## src/i2cm_pkg.sv

```systemverilog
// ----------------------------------------------------------------------------
// i2cm_pkg: shared types and constants for the I2C master bit engine
// Opcodes, bus phase codes, field widths and the reset half period.
// ----------------------------------------------------------------------------
`timescale 1ns / 1ps

package i2cm_pkg;

    localparam int unsigned HALF_PERIOD_W     = 16;
    localparam int unsigned BYTE_W            = 8;
    localparam int unsigned BIT_CNT_W         = 4;
    localparam int unsigned OPCODE_W          = 3;
    localparam int unsigned IN_DATA_W         = 16;
    localparam int unsigned OUT_DATA_W        = 16;
    localparam logic [HALF_PERIOD_W-1:0] HALF_PERIOD_RESET = 16'd40;
    localparam logic [BIT_CNT_W-1:0]     LAST_BIT          = 4'd7;

    typedef enum logic [OPCODE_W-1:0] {
        OP_START    = 3'd0,
        OP_STOP     = 3'd1,
        OP_SEND     = 3'd2,
        OP_READ     = 3'd3,
        OP_ACK_SMP  = 3'd4,
        OP_ACK_SEND = 3'd5,
        OP_PROBE    = 3'd6
    } opcode_t;

    typedef enum logic [4:0] {
        PH_IDLE          = 5'd0,
        PH_START_HI      = 5'd1,
        PH_START_SDA     = 5'd2,
        PH_START_SCL     = 5'd3,
        PH_STOP_SETUP    = 5'd4,
        PH_STOP_SDA      = 5'd5,
        PH_TX_DATA       = 5'd6,
        PH_TX_SCLH       = 5'd7,
        PH_TX_SCLL       = 5'd8,
        PH_RX_SCLH       = 5'd9,
        PH_RX_SCLL       = 5'd10,
        PH_ACKS_SCLH     = 5'd11,
        PH_ACKS_SCLL     = 5'd12,
        PH_ACKT_SDA      = 5'd13,
        PH_ACKT_SCLH     = 5'd14,
        PH_ACKT_SCLL     = 5'd15,
        PH_PR_START_HI   = 5'd16,
        PH_PR_START_SDA  = 5'd17,
        PH_PR_START_SCL  = 5'd18,
        PH_PR_TX_DATA    = 5'd19,
        PH_PR_TX_SCLH    = 5'd20,
        PH_PR_TX_SCLL    = 5'd21,
        PH_PR_ACK_SCLH   = 5'd22,
        PH_PR_ACK_SCLL   = 5'd23,
        PH_PR_STOP_SETUP = 5'd24,
        PH_PR_STOP_SDA   = 5'd25
    } phase_t;

endpackage

```

## src/i2c_master_bit_engine_core.sv

```systemverilog
// A tick's result is registered in the output register that drives m_tdata, or
// in the skid stage while the output is stalled. Throughput: one tick per cycle
// while the skid stage is empty; the phase update is a single combinational pass.
// Reset (aresetn low, synchronous): phase idle, SCL and SDA released, counters and
// received byte cleared, half period back to 40, no result pending.
// ----------------------------------------------------------------------------
// i2c_master_bit_engine_core: tick-driven I2C master bit engine
// Sequences start, stop, byte send/read, ack sample/send and device probe,
// one bus tick per input transfer, one status result per tick.
// ----------------------------------------------------------------------------
`timescale 1ns / 1ps

module i2c_master_bit_engine_core (
    input  logic                                   aclk,
    input  logic                                   aresetn,
    input  logic                                   cfg_wr_en,
    input  logic [i2cm_pkg::HALF_PERIOD_W-1:0]     cfg_wr_data,
    input  logic                                   s_tvalid,
    output logic                                   s_tready,
    // [0] cmd_valid, [3:1] opcode, [11:4] tx_byte, [12] sda_in, [13] scl_in
    input  logic [i2cm_pkg::IN_DATA_W-1:0]         s_tdata,
    output logic                                   m_tvalid,
    input  logic                                   m_tready,
    // [0] scl_out, [1] sda_out, [2] busy_res, [3] done_res, [11:4] rx_byte, [12] nack
    output logic [i2cm_pkg::OUT_DATA_W-1:0]        m_tdata
);

    import i2cm_pkg::*;

    // input fields
    logic                 in_cmd_valid;
    opcode_t              in_opcode;
    logic [BYTE_W-1:0]    in_tx_byte;
    logic                 in_sda;
    logic                 in_scl;

    assign in_cmd_valid = s_tdata[0];
    assign in_opcode    = opcode_t'(s_tdata[3:1]);
    assign in_tx_byte   = s_tdata[11:4];
    assign in_sda       = s_tdata[12];
    assign in_scl       = s_tdata[13];

    // engine state
    logic [HALF_PERIOD_W-1:0] half_period_reg;
    phase_t                   phase_reg, phase_next;
    logic [BIT_CNT_W-1:0]     bit_count_reg, bit_count_next;
    logic [BYTE_W-1:0]        shifter_reg, shifter_next;
    logic [HALF_PERIOD_W-1:0] delay_count_reg, delay_count_next;
    logic [BYTE_W-1:0]        rx_byte_reg, rx_byte_next;
    logic                     nack_reg, nack_next;
    logic                     scl_reg, scl_next;
    logic                     sda_reg, sda_next;
    logic                     done_c;

    // output register and skid stage
    logic                     out_valid_reg, out_valid_next;
    logic [OUT_DATA_W-1:0]    out_data_reg, out_data_next;
    logic                     skid_valid_reg, skid_valid_next;
    logic [OUT_DATA_W-1:0]    skid_data_reg, skid_data_next;
    logic [OUT_DATA_W-1:0]    result_c;

    logic                     in_xfer;
    logic                     out_xfer;

    assign s_tready = ~skid_valid_reg;
    assign in_xfer  = s_tvalid & s_tready;
    assign out_xfer = out_valid_reg & m_tready;
    assign m_tvalid = out_valid_reg;
    assign m_tdata  = out_data_reg;

    // ------------------------------------------------------------------
    // next state
    // ------------------------------------------------------------------
    always_comb begin
        logic   enter_en;
        phase_t enter_ph;
        phase_t nxt;

        phase_next       = phase_reg;
        bit_count_next   = bit_count_reg;
        shifter_next     = shifter_reg;
        delay_count_next = delay_count_reg;
        rx_byte_next     = rx_byte_reg;
        nack_next        = nack_reg;
        scl_next         = scl_reg;
        sda_next         = sda_reg;
        done_c           = 1'b0;
        enter_en         = 1'b0;
        enter_ph         = PH_IDLE;
        nxt              = PH_IDLE;

        if (in_xfer) begin
            if (phase_reg == PH_IDLE) begin
                if (in_cmd_valid) begin
                    case (in_opcode)
                        OP_START: begin
                            enter_en = 1'b1;
                            enter_ph = PH_START_HI;
                        end
                        OP_STOP: begin
                            enter_en = 1'b1;
                            enter_ph = PH_STOP_SETUP;
                        end
                        OP_SEND: begin
                            shifter_next   = in_tx_byte;
                            bit_count_next = '0;
                            enter_en       = 1'b1;
                            enter_ph       = PH_TX_DATA;
                        end
                        OP_READ: begin
                            shifter_next   = '0;
                            bit_count_next = '0;
                            enter_en       = 1'b1;
                            enter_ph       = PH_RX_SCLH;
                        end
                        OP_ACK_SMP: begin
                            enter_en = 1'b1;
                            enter_ph = PH_ACKS_SCLH;
                        end
                        OP_ACK_SEND: begin
                            enter_en = 1'b1;
                            enter_ph = PH_ACKT_SDA;
                        end
                        OP_PROBE: begin
                            if (in_sda && in_scl) begin
                                shifter_next   = in_tx_byte;
                                bit_count_next = '0;
                                enter_en       = 1'b1;
                                enter_ph       = PH_PR_START_HI;
                            end else begin
                                // bus not idle: fail at once
                                nack_next = 1'b1;
                                done_c    = 1'b1;
                            end
                        end
                        default: ;
                    endcase
                end
            end else if (delay_count_reg > HALF_PERIOD_W'(1)) begin
                delay_count_next = delay_count_reg - HALF_PERIOD_W'(1);
            end else begin
                case (phase_reg)
                    PH_START_HI:      nxt = PH_START_SDA;
                    PH_START_SDA:     nxt = PH_START_SCL;
                    PH_START_SCL:     nxt = PH_IDLE;
                    PH_PR_START_HI:   nxt = PH_PR_START_SDA;
                    PH_PR_START_SDA:  nxt = PH_PR_START_SCL;
                    PH_PR_START_SCL: begin
                        bit_count_next = '0;
                        nxt            = PH_PR_TX_DATA;
                    end
                    PH_STOP_SETUP:    nxt = PH_STOP_SDA;
                    PH_STOP_SDA:      nxt = PH_IDLE;
                    PH_PR_STOP_SETUP: nxt = PH_PR_STOP_SDA;
                    PH_PR_STOP_SDA:   nxt = PH_IDLE;
                    PH_TX_DATA:       nxt = PH_TX_SCLH;
                    PH_TX_SCLH:       nxt = PH_TX_SCLL;
                    PH_PR_TX_DATA:    nxt = PH_PR_TX_SCLH;
                    PH_PR_TX_SCLH:    nxt = PH_PR_TX_SCLL;
                    PH_TX_SCLL, PH_PR_TX_SCLL: begin
                        shifter_next = {shifter_reg[BYTE_W-2:0], 1'b0};
                        if (bit_count_reg == LAST_BIT) begin
                            nxt = (phase_reg == PH_TX_SCLL) ? PH_IDLE : PH_PR_ACK_SCLH;
                        end else begin
                            bit_count_next = bit_count_reg + BIT_CNT_W'(1);
                            nxt = (phase_reg == PH_TX_SCLL) ? PH_TX_DATA : PH_PR_TX_DATA;
                        end
                    end
                    PH_RX_SCLH: begin
                        // sample at the end of SCL high, MSB first
                        shifter_next = {shifter_reg[BYTE_W-2:0], in_sda};
                        nxt          = PH_RX_SCLL;
                    end
                    PH_RX_SCLL: begin
                        if (bit_count_reg == LAST_BIT) begin
                            rx_byte_next = shifter_reg;
                            nxt          = PH_IDLE;
                        end else begin
                            bit_count_next = bit_count_reg + BIT_CNT_W'(1);
                            nxt            = PH_RX_SCLH;
                        end
                    end
                    PH_ACKS_SCLH: begin
                        nack_next = in_sda;
                        nxt       = PH_ACKS_SCLL;
                    end
                    PH_PR_ACK_SCLH: begin
                        nack_next = in_sda;
                        nxt       = PH_PR_ACK_SCLL;
                    end
                    PH_ACKS_SCLL:     nxt = PH_IDLE;
                    PH_PR_ACK_SCLL:   nxt = PH_PR_STOP_SETUP;
                    PH_ACKT_SDA:      nxt = PH_ACKT_SCLH;
                    PH_ACKT_SCLH:     nxt = PH_ACKT_SCLL;
                    PH_ACKT_SCLL: begin
                        sda_next = 1'b1;
                        nxt      = PH_IDLE;
                    end
                    default:          nxt = PH_IDLE;
                endcase

                if (nxt == PH_IDLE) begin
                    phase_next       = PH_IDLE;
                    delay_count_next = '0;
                    done_c           = 1'b1;
                end else begin
                    enter_en = 1'b1;
                    enter_ph = nxt;
                end
            end

            if (enter_en) begin
                phase_next       = enter_ph;
                delay_count_next = (half_period_reg == '0) ? HALF_PERIOD_W'(1)
                                                           : half_period_reg;
                // line change on entry to a phase
                case (enter_ph)
                    PH_START_HI, PH_PR_START_HI, PH_ACKS_SCLH, PH_PR_ACK_SCLH,
                    PH_RX_SCLH: begin
                        sda_next = 1'b1;
                        scl_next = 1'b1;
                    end
                    PH_START_SDA, PH_PR_START_SDA, PH_ACKT_SDA: sda_next = 1'b0;
                    PH_START_SCL, PH_PR_START_SCL, PH_RX_SCLL, PH_ACKS_SCLL,
                    PH_PR_ACK_SCLL, PH_ACKT_SCLL: scl_next = 1'b0;
                    PH_STOP_SETUP, PH_PR_STOP_SETUP: begin
                        sda_next = 1'b0;
                        scl_next = 1'b1;
                    end
                    PH_STOP_SDA, PH_PR_STOP_SDA: sda_next = 1'b1;
                    PH_TX_DATA, PH_PR_TX_DATA: sda_next = shifter_next[BYTE_W-1];
                    PH_TX_SCLH, PH_PR_TX_SCLH, PH_ACKT_SCLH: scl_next = 1'b1;
                    PH_TX_SCLL, PH_PR_TX_SCLL: begin
                        scl_next = 1'b0;
                        // release SDA after the eighth bit
                        if (bit_count_next == LAST_BIT) begin
                            sda_next = 1'b1;
                        end
                    end
                    default: ;
                endcase
            end
        end
    end

    // ------------------------------------------------------------------
    // result word and output staging
    // ------------------------------------------------------------------
    always_comb begin
        result_c = {3'b000, nack_next, rx_byte_next, done_c,
                    (phase_next != PH_IDLE), sda_next, scl_next};
    end

    always_comb begin
        out_valid_next  = out_valid_reg;
        out_data_next   = out_data_reg;
        skid_valid_next = skid_valid_reg;
        skid_data_next  = skid_data_reg;

        if (out_xfer || !out_valid_reg) begin
            // drain skid first, then take the fresh result
            if (skid_valid_reg) begin
                out_valid_next  = 1'b1;
                out_data_next   = skid_data_reg;
                skid_valid_next = 1'b0;
            end else begin
                out_valid_next = in_xfer;
                out_data_next  = result_c;
            end
        end else if (in_xfer) begin
            skid_valid_next = 1'b1;
            skid_data_next  = result_c;
        end
    end

    always_ff @(posedge aclk) begin
        if (!aresetn) begin
            half_period_reg <= HALF_PERIOD_RESET;
            phase_reg       <= PH_IDLE;
            bit_count_reg   <= '0;
            shifter_reg     <= '0;
            delay_count_reg <= '0;
            rx_byte_reg     <= '0;
            nack_reg        <= 1'b0;
            scl_reg         <= 1'b1;
            sda_reg         <= 1'b1;
            out_valid_reg   <= 1'b0;
            skid_valid_reg  <= 1'b0;
        end else begin
            if (cfg_wr_en) begin
                half_period_reg <= cfg_wr_data;
            end
            phase_reg       <= phase_next;
            bit_count_reg   <= bit_count_next;
            shifter_reg     <= shifter_next;
            delay_count_reg <= delay_count_next;
            rx_byte_reg     <= rx_byte_next;
            nack_reg        <= nack_next;
            scl_reg         <= scl_next;
            sda_reg         <= sda_next;
            out_valid_reg   <= out_valid_next;
            skid_valid_reg  <= skid_valid_next;
        end
    end

    always_ff @(posedge aclk) begin
        out_data_reg  <= out_data_next;
        skid_data_reg <= skid_data_next;
    end

    // ------------------------------------------------------------------
    // assertions
    // ------------------------------------------------------------------
    a_skid_implies_out : assert property (@(posedge aclk) disable iff (!aresetn)
        skid_valid_reg |-> out_valid_reg)
        else $error("skid stage holds data while output register is empty");

    a_stall_fills_skid : assert property (@(posedge aclk) disable iff (!aresetn)
        (in_xfer && out_valid_reg && !m_tready) |=> skid_valid_reg)
        else $error("result lost while output was stalled");

    a_delay_nonzero : assert property (@(posedge aclk) disable iff (!aresetn)
        (phase_reg != PH_IDLE) |-> (delay_count_reg != '0))
        else $error("active phase with zero hold count");

    a_bit_count_range : assert property (@(posedge aclk) disable iff (!aresetn)
        bit_count_reg <= LAST_BIT)
        else $error("bit counter past the last bit");

    a_hold_without_tick : assert property (@(posedge aclk) disable iff (!aresetn)
        !in_xfer |=> $stable(phase_reg) && $stable(delay_count_reg))
        else $error("engine state moved without an accepted tick");

endmodule

```

## config.mk

```make
export PLATFORM = sky130hd
export DESIGN_NAME = i2c_master_bit_engine_core
export DESIGN_NICKNAME = d
export VERILOG_FILES = /design/src/i2cm_pkg.sv /design/src/i2c_master_bit_engine_core.sv
export SDC_FILE = /design/constraint.sdc
export NUM_CORES = 1
export LEC_CHECK = 0
export BUFFER_PORTS_ARGS = -buffer_cell sky130_fd_sc_hd__clkbuf_2
export CORE_UTILIZATION = 25
export CTS_CLUSTER_DIAMETER = 30
export DETAILED_ROUTE_END_ITERATION = 8
export SLEW_MARGIN = 20
export SYNTH_ARGS = -nofsm -noshare
export SYNTH_HDL_FRONTEND = slang
export SYNTH_SLANG_ARGS = --single-unit
```

## constraint.sdc

```tcl
create_clock -name aclk -period 9 [get_ports aclk]
set_clock_uncertainty 0.15 [all_clocks]
set_input_delay 1.8 -clock aclk [delete_from_list [all_inputs] [get_ports aclk]]
set_output_delay 1.8 -clock aclk [all_outputs]
set_load 0.02 [all_outputs]
```

==> impl_metrics.json, run 1 <==
{
  "ir_worst_vdd_mv": 0.103,
  "grtUsageMet1_pct": 17.6,
  "total_power_mw": 1.11,
  "ctsHtreeMaxLevel": 3,
  "clockBufferDepth": 2,
  "floorplan.initialDensity_pct": 25.6,
  "rsz_0062_raised_after_global_routing": "false",
  "total_leakage_power_nw": 2.26,
  "grt_first_pass_wirelength_mm": 22.2,
  "pwr-share-clk_pct": 31.0,
  "cellInternalPower_mw": 0.736,
  "mappedNetlistArea_sq_mm": 0.00540,
  "tritoncts": "built",
  "vias_in_the_first_global_route": 4228,
  "postRouteWirelength_mm": 13.5,
  "grt_util_met3_pct": 2.39,
  "overflow_after_grt": 0,
  "synth_enable_flop_cells": 26,
  "cts.repair_timing.setup_buffer_count": 0,
  "final_worst_hold_slack_ps": 367,
  "maxClockFrequency_mhz": 236,
  "finalWorstPathRequiredPeriod_ps": 4230,
  "p_sw_share_pct": 33.8,
  "timing.max_slew.rel_slack_pct": 27.1,
  "clk_pin_slew_ps": 60,
  "drive_above_1_share_pct": 17.4,
  "postSynthCellCount": 593,
  "clock-root-buffer": "clkbuf_16",
  "final.setup.worst_slack_ps": 4770,
  "hold_class": "register to register",
  "route.antenna.remaining_nets": 0,
  "maximum_fanout_encountered_on_the_critical_timing_path": 20,
  "cp_data_arrival_time_ps": 4140,
  "clk_latency_ps": 340,
  "yosys_most_used_dff": "dfxtp_1",
  "power.net_switching_mw": 0.376,
  "die_width_um": 149,
  "dpl_worst_slack_ps": 4460,
  "antenna-diode-count": 0,
  "post_cts_resize_count": 0,
  "multi_input_comb_area_sq_mm": 0.00307,
  "gpl.final_weighted_congestion": 0.841,
  "async_reset_ff_share_pct": 0,
  "post_synth.cell_area_avg_sq_um": 9.10,
  "place_inst": 878,
  "drt_pass1_iterations": 5,
  "y_dimension_of_the_die_um": 149,
  "dieArea_sq_mm": 0.0222,
  "max_cap_violations": 0,
  "dp_hpwl_mm": 9.56,
  "route.detailed.drc": 0,
  "drt_iter0_markers": 339,
  "cts_num_sinks": 88,
  "p_per_area_mw_per_mm2": 184,
  "pwr-share-comb_pct": 27.7,
  "yosysSeqAreaShare_pct": 37.5,
  "holdBufCountCts": 0,
  "dr_vias": 4516,
  "syn2layout_area_growth_pct": 11.7,
  "drt_via_density": 5.05,
  "grt_usage_pct": 12.5,
  "post_dp_cell_area_sq_mm": 0.00576,
  "required_ps": 8910,
  "status": "finished clean",
  "p_seq_share_pct": 41.4,
  "fin_cells": 894,
  "postLayoutCoreUtil_pct": 28.6,
  "layout.cells.most_common": "dfxtp_1",
  "final_cell_area_sq_mm": 0.00603,
  "top_level_ports": 55,
  "finalHoldViolCount": 0,
  "critPathCaptureType": "register",
  "grt.busiest_layer": "met2",
  "setup_violations_final": 0,
  "antenna_found_initial": 0,
  "maximum_number_of_pins_on_one_net_before_global_route_repair": 64,
  "yosysWarnings": 0,
  "fin_tns_setup_ps": 0,
  "timing.setup.critical_path_class": "register to register",
  "min_period_over_period_pct": 47.0,
  "coreArea_sq_mm": 0.0211,
  "timing_max_transition_violations_final": 0,
  "placement.io_buffers": 49,
  "top_library_cells_by_usage_in_the_layout_fill_and_taps_aside": "dfxtp_1, nand2_1, clkbuf_2",
  "layout.area.seq_sq_mm": 0.00202,
  "finish.net_count": 655,
  "num_rows": 53,
  "detail_route.wl_per_cell_um": 15.1,
  "cts_made_buffers": 9,
  "grt_util_met2_pct": 19.2,
  "synth_cell_type_count": 91,
  "fillers": 2248,
  "postSynthRegisterBits": 88,
  "setup.worst_path.start_class": "register",
  "tightestPinTransition_ps": 1090
}
[worst max-delay path: stages, from the launching register on]
cell and delay (ps):
dfxtp_1 820, nor2b_1 290, nand2_1 80, ha_1 270, o21ai_0 70, a21oi_1 160, nor4_2 570, nor3b_4 560
nor2_1 300, o21ai_0 340, and2_1 220, a31oi_1 100
[Yosys cell counts, drive strengths merged (11+ instances only)]
cell type  count  area share (%)
a21oi         23             2.1
o211a         11             2.0
mux2          16             3.3
nand3         12             1.1
buf           30             3.8
nor4          13             2.5
nor2b         30             3.5
o21ai         35             3.2
mux2i         16             3.0
edfxtp        26              14
and2          16             1.9
nand2         52             3.6
dfxtp         62              23
inv           14            0.97
a22oi         18             2.5
nor2          38             2.7
nor3          22             2.1
clkbuf        14            0.97
[final cells by class]
class | count | share of cell area [%]
clock buffer | 10 | 3.80
clock inverter | 6 | 0.705
inverter | 14 | 0.871
multi-input combinational | 449 | 51.0
sequential | 88 | 33.5
tap | 275 | 5.71
timing repair buffer | 52 | 4.44
[logic make-up after synthesis]
logic type,Yosys count,synth area share (%)
buf+inv,58,5.77
flops,88,37.5
simple gates,229,24.4
mux,32,6.30
compound gates,175,24.1
fa+ha+maj,4,0.927
xor+xnor,6,0.973
other cells,1,0.0695
[routing by layer]
layer  share of wire [%]  wire length, um
met4                 2.2              294
met1                  49             6570
met2                  44             5960
met3                 5.0              678
met5                   0                0
[power by group through the flow]
stage               combinational [mW]  clock [mW]  sequential (mW)
floorplan                        0.238           0            0.468
global placement                 0.303           0            0.468
detailed placement               0.305           0            0.468
CTS                              0.307       0.355            0.460
global route                     0.341       0.375            0.463
finish                           0.308       0.344            0.460
[path summary, 6_finish.rpt]
kind                                to  depth (start not counted)  slack [ps]                    start
setup / recovery  m_tdata[2]$_DFFE_PP_                         11        4770  phase_reg[3]$_SDFF_PN0_
hold / removal      scl_reg$_SDFF_PN1_                          2         370       scl_reg$_SDFF_PN1_
setup reg to reg  m_tdata[2]$_DFFE_PP_                         11        4770  phase_reg[3]$_SDFF_PN0_
hold reg to reg     scl_reg$_SDFF_PN1_                          2         370       scl_reg$_SDFF_PN1_
No activity file was read; power rests on OpenSTA's default activity.
==> inputs of run 2 (changes only) <==
clock period = 3.9 ns   (was 9 ns; I/O delays follow)
==> impl_metrics.json, run 2 (synthesis gave the netlist of run 1 again) <==
{
  "status": "finished clean",
  "tritoncts": "built",
  "max_cap_violations": 0,
  "route.antenna.remaining_nets": 0,
  "dr_vias": 4621,
  "cp_data_arrival_time_ps": 3570,
  "antenna-diode-count": 0,
  "timing.max_slew.rel_slack_pct": 31.5,
  "grt_usage_pct": 12.9,
  "cts_made_buffers": 9,
  "finalHoldViolCount": 0,
  "fillers": 2261,
  "final_worst_hold_slack_ps": 374,
  "finish.net_count": 673,
  "rsz_0062_raised_after_global_routing": "false",
  "antenna_found_initial": 0,
  "route.detailed.drc": 0,
  "post_dp_cell_area_sq_mm": 0.00589,
  "dieArea_sq_mm": 0.0222,
  "clk_pin_slew_ps": 70,
  "num_rows": 53,
  "layout.cells.most_common": "dfxtp_1",
  "floorplan.initialDensity_pct": 25.6,
  "p_per_area_mw_per_mm2": 447,
  "multi_input_comb_area_sq_mm": 0.00308,
  "timing_max_transition_violations_final": 0,
  "ir_worst_vdd_mv": 0.224,
  "maxClockFrequency_mhz": 276,
  "fin_cells": 912,
  "coreArea_sq_mm": 0.0211,
  "maximum_fanout_encountered_on_the_critical_timing_path": 6,
  "detail_route.wl_per_cell_um": 15.2,
  "cts_num_sinks": 88,
  "layout.area.seq_sq_mm": 0.00202,
  "cts.repair_timing.setup_buffer_count": 0,
  "fin_tns_setup_ps": 0,
  "timing.setup.critical_path_class": "register to register",
  "post_cts_resize_count": 0,
  "placement.io_buffers": 49,
  "dp_hpwl_mm": 10.0,
  "setup_violations_final": 0,
  "y_dimension_of_the_die_um": 149,
  "die_width_um": 149,
  "holdBufCountCts": 0,
  "hold_class": "register to register",
  "drive_above_1_share_pct": 20.3,
  "drt_iter0_markers": 324,
  "clockBufferDepth": 2,
  "total_leakage_power_nw": 2.39,
  "clock-root-buffer": "clkbuf_16",
  "place_inst": 896,
  "top_level_ports": 55,
  "overflow_after_grt": 0,
  "drt_pass1_iterations": 8,
  "finalWorstPathRequiredPeriod_ps": 3630,
  "maximum_number_of_pins_on_one_net_before_global_route_repair": 64,
  "tightestPinTransition_ps": 1030,
  "min_period_over_period_pct": 93.0,
  "vias_in_the_first_global_route": 4343,
  "gpl.final_weighted_congestion": 0.860,
  "syn2layout_area_growth_pct": 15.5,
  "final_cell_area_sq_mm": 0.00624,
  "postRouteWirelength_mm": 13.9,
  "drt_via_density": 5.07,
  "clk_latency_ps": 350,
  "required_ps": 3840,
  "ctsHtreeMaxLevel": 3,
  "setup.worst_path.start_class": "register",
  "critPathCaptureType": "register",
  "top_library_cells_by_usage_in_the_layout_fill_and_taps_aside": "dfxtp_1, nand2_1, clkbuf_2",
  "grt_first_pass_wirelength_mm": 22.9
}
==> run 2: worst paths after layout <==
kind                                          end  depth (start not counted)  slack (ps)                       startpoint
setup / recovery             m_tdata[1]$_DFFE_PP_                         12         270    bit_count_reg[0]$_SDFFE_PN0P_
hold / removal    half_period_reg[0]$_SDFFE_PN0P_                          2         370  half_period_reg[0]$_SDFFE_PN0P_
setup reg to reg             m_tdata[1]$_DFFE_PP_                         12         270    bit_count_reg[0]$_SDFFE_PN0P_
hold reg to reg   half_period_reg[0]$_SDFFE_PN0P_                          2         370  half_period_reg[0]$_SDFFE_PN0P_
==> run 2: through the flow <==
stage	worst slack [ps]	util, %	total power [mW]
after floorplan	641	-	1.63
after global placement	304	28.0	1.82
after detailed placement	268	28.0	1.83
after CTS	231	29.5	2.79
after global routing	3.16	29.6	2.93
final	273	29.6	2.79
==> run 2: area by class of cell <==
| class | count | area share [%] |
|---|---|---|
| clock buffer | 9 | 3.61 |
| timing repair buffer | 70 | 6.46 |
| sequential | 88 | 32.4 |
| clock inverter | 7 | 1.73 |
| multi-input combinational | 449 | 49.4 |
| tap | 275 | 5.52 |
| inverter | 14 | 0.843 |
==> run 2: critical path: stages (launching register included) <==
cell      delay, ps
dfxtp_1         410
ha_1            270
and3_1          300
inv_1           110
ha_1            280
o21ai_0          70
a21oi_1         460
nor4_4          140
a211oi_1        400
o311a_1         240
a211oi_2         80
a211oi_2        330
o31ai_1         130
==> run 2: routing by layer <==
metal	GRT usage (%)	vias up	part of all wire [%]
li1	-	2293	-
met1	17.9	2178	50
met2	19.9	132	44
met3	2.91	18	4.9
met4	3.27	0	1.4
met5	0	-	0
==> run 2: where the power goes <==
group / leakage [nW] / switching (mW) / internal, mW
clock: 0.160 / 0.395 / 0.575
combinational: 1.48 / 0.469 / 0.296
sequential: 0.752 / 0.0521 / 1.00
total: 2.39 / 0.915 / 1.87
==> inputs of run 3 (changes only) <==
CORE_ASPECT_RATIO = 0.9   (was not set)
MAX_ROUTING_LAYER = met4   (was not set)
SKIP_CTS_REPAIR_TIMING = 1   (was not set)
==> impl_metrics.json, run 3 (synthesis gave the netlist of run 1 again) <==
{
  "status": "finished clean",
  "max_cap_violations": 0,
  "layout.cells.most_common": "dfxtp_1",
  "setup.worst_path.start_class": "register",
  "critical-path-slowest-cell": "or2_2",
  "p_per_area_mw_per_mm2": 436,
  "drt_iter0_markers": 315,
  "dpl_worst_slack_ps": 223,
  "clockBufferDepth": 2,
  "die_width_um": 157,
  "maximum_number_of_pins_on_one_net_before_global_route_repair": 64,
  "final_cell_area_sq_mm": 0.00621,
  "y_dimension_of_the_die_um": 141,
  "register_to_register_setup_slack_ps": 280,
  "critPathCaptureType": "register",
  "tritoncts": "built",
  "required_ps": 4030,
  "grt_first_pass_wirelength_mm": 21.9,
  "top_library_cells_by_usage_in_the_layout_fill_and_taps_aside": "dfxtp_1, nand2_1, clkbuf_2",
  "num_rows": 50,
  "p_seq_share_pct": 39.1,
  "coreArea_sq_mm": 0.0210,
  "drt_via_density": 5.01,
  "min_period_over_period_pct": 92.8,
  "timing.max_slew.rel_slack_pct": 33.3,
  "overflow_after_grt": 0,
  "timing_max_transition_violations_final": 0,
  "fin_tns_setup_ps": 0,
  "power.net_switching_mw": 0.898,
  "route.detailed.drc": 0,
  "vias_in_the_first_global_route": 4067,
  "finalHoldViolCount": 0,
  "maximum_fanout_encountered_on_the_critical_timing_path": 14,
  "cts_made_buffers": 9,
  "floorplan.initialDensity_pct": 25.8,
  "cp_data_arrival_time_ps": 3750,
  "detail_route.wl_per_cell_um": 14.8,
  "timing.setup.critical_path_class": "register to register",
  "gpl.final_weighted_congestion": 0.873,
  "cpPeakStageDelay_ps": 460,
  "critical-path-top-cell-by-count": "ha_1",
  "pwr-share-clk_pct": 32.5,
  "postRouteWirelength_mm": 13.7,
  "pwr-share-comb_pct": 28.4,
  "hold_class": "register to register",
  "antenna_found_initial": 0,
  "postLayoutCoreUtil_pct": 29.6,
  "dp_hpwl_mm": 9.79,
  "cellInternalPower_mw": 1.81,
  "rsz_0062_raised_after_global_routing": "false",
  "clk_latency_ps": 350,
  "total_leakage_power_nw": 2.36,
  "antenna-diode-count": 0,
  "tightestPinTransition_ps": 1000,
  "maxClockFrequency_mhz": 276,
  "finish.net_count": 671,
  "p_sw_share_pct": 33.2,
  "ir_worst_vdd_mv": 0.204,
  "grt_usage_pct": 12.9,
  "dr_vias": 4616,
  "syn2layout_area_growth_pct": 14.9,
  "top_level_ports": 55,
  "ctsHtreeMaxLevel": 3,
  "setup_violations_final": 0,
  "route.antenna.remaining_nets": 0,
  "clk_pin_slew_ps": 60,
  "cts_num_sinks": 88,
  "clock-root-buffer": "clkbuf_16",
  "drive_above_1_share_pct": 20.0,
  "post_dp_cell_area_sq_mm": 0.00589,
  "drt_pass1_iterations": 5,
  "final.setup.worst_slack_ps": 281,
  "total_power_mw": 2.70,
  "critical_path.cell_chain": "ha_1 -> and3_1 -> inv_1 -> ha_1 -> o21ai_0 -> a21oi_1 -> nor4_4 -> o221ai_2 -> or2_2 -> o41ai_1 -> a22oi_1 -> nor2b_1",
  "finalWorstPathRequiredPeriod_ps": 3620,
  "dieArea_sq_mm": 0.0222,
  "placement.io_buffers": 49
}
[run 3: power by group through the flow]
stage / logic, mW / clock network [mW] / registers, mW
final: 0.767 / 0.880 / 1.06
after global placement: 0.746 / 0 / 1.07
after global routing: 0.839 / 0.944 / 1.06
after CTS: 0.758 / 0.908 / 1.06
after floorplan: 0.548 / 0 / 1.08
after detailed placement: 0.752 / 0 / 1.08
[run 3: path summary, 6_finish.rpt]
kind / start / end / depth (start not counted)
hold / removal: half_period_reg[5]$_SDFFE_PN1P_ / half_period_reg[5]$_SDFFE_PN1P_ / 2
setup reg to reg: bit_count_reg[0]$_SDFFE_PN0P_ / delay_count_reg[15]$_SDFFE_PN0P_ / 12
setup / recovery: bit_count_reg[0]$_SDFFE_PN0P_ / delay_count_reg[15]$_SDFFE_PN0P_ / 12
hold reg to reg: half_period_reg[5]$_SDFFE_PN1P_ / half_period_reg[5]$_SDFFE_PN1P_ / 2
[run 3: layout make-up]
| class | count | area, sq um |
|---|---|---|
| repair buffers | 68 | 388 |
| well taps | 286 | 358 |
| clock buffers | 9 | 225 |
| flip-flops and latches | 88 | 2020 |
| inverters | 14 | 52.6 |
| multi-input cells | 449 | 3080 |
| clock inverters | 7 | 78.8 |
| fillers | 2229 | 14800 |
[run 3: worst max-delay path: cells and delay by family (launching register included)]
family | cells | cell delay [ps]
flip-flops | 1 | 410
adder cells (fa/ha/maj) | 2 | 570
buffers and inverters | 1 | 130
AO/OA/AOI/OAI | 5 | 1000
AND/OR/NAND/NOR | 4 | 1300
[run 3: per-layer routing]
layer	vias up	wire length, um	share of wire [%]	GRT usage [%]
met4	0	136	1.0	2.89
met5	-	0	0	-
met1	2182	6910	51	18.3
met2	138	5850	43	18.4
li1	2282	-	-	-
met3	14	753	5.5	2.87
[run 3: stage by stage]
step	std cells	hold slack, ps
after floorplan	595	316
final	921	376
after detailed placement	905	363
after global routing	921	404
after global placement	905	351
after CTS	921	380
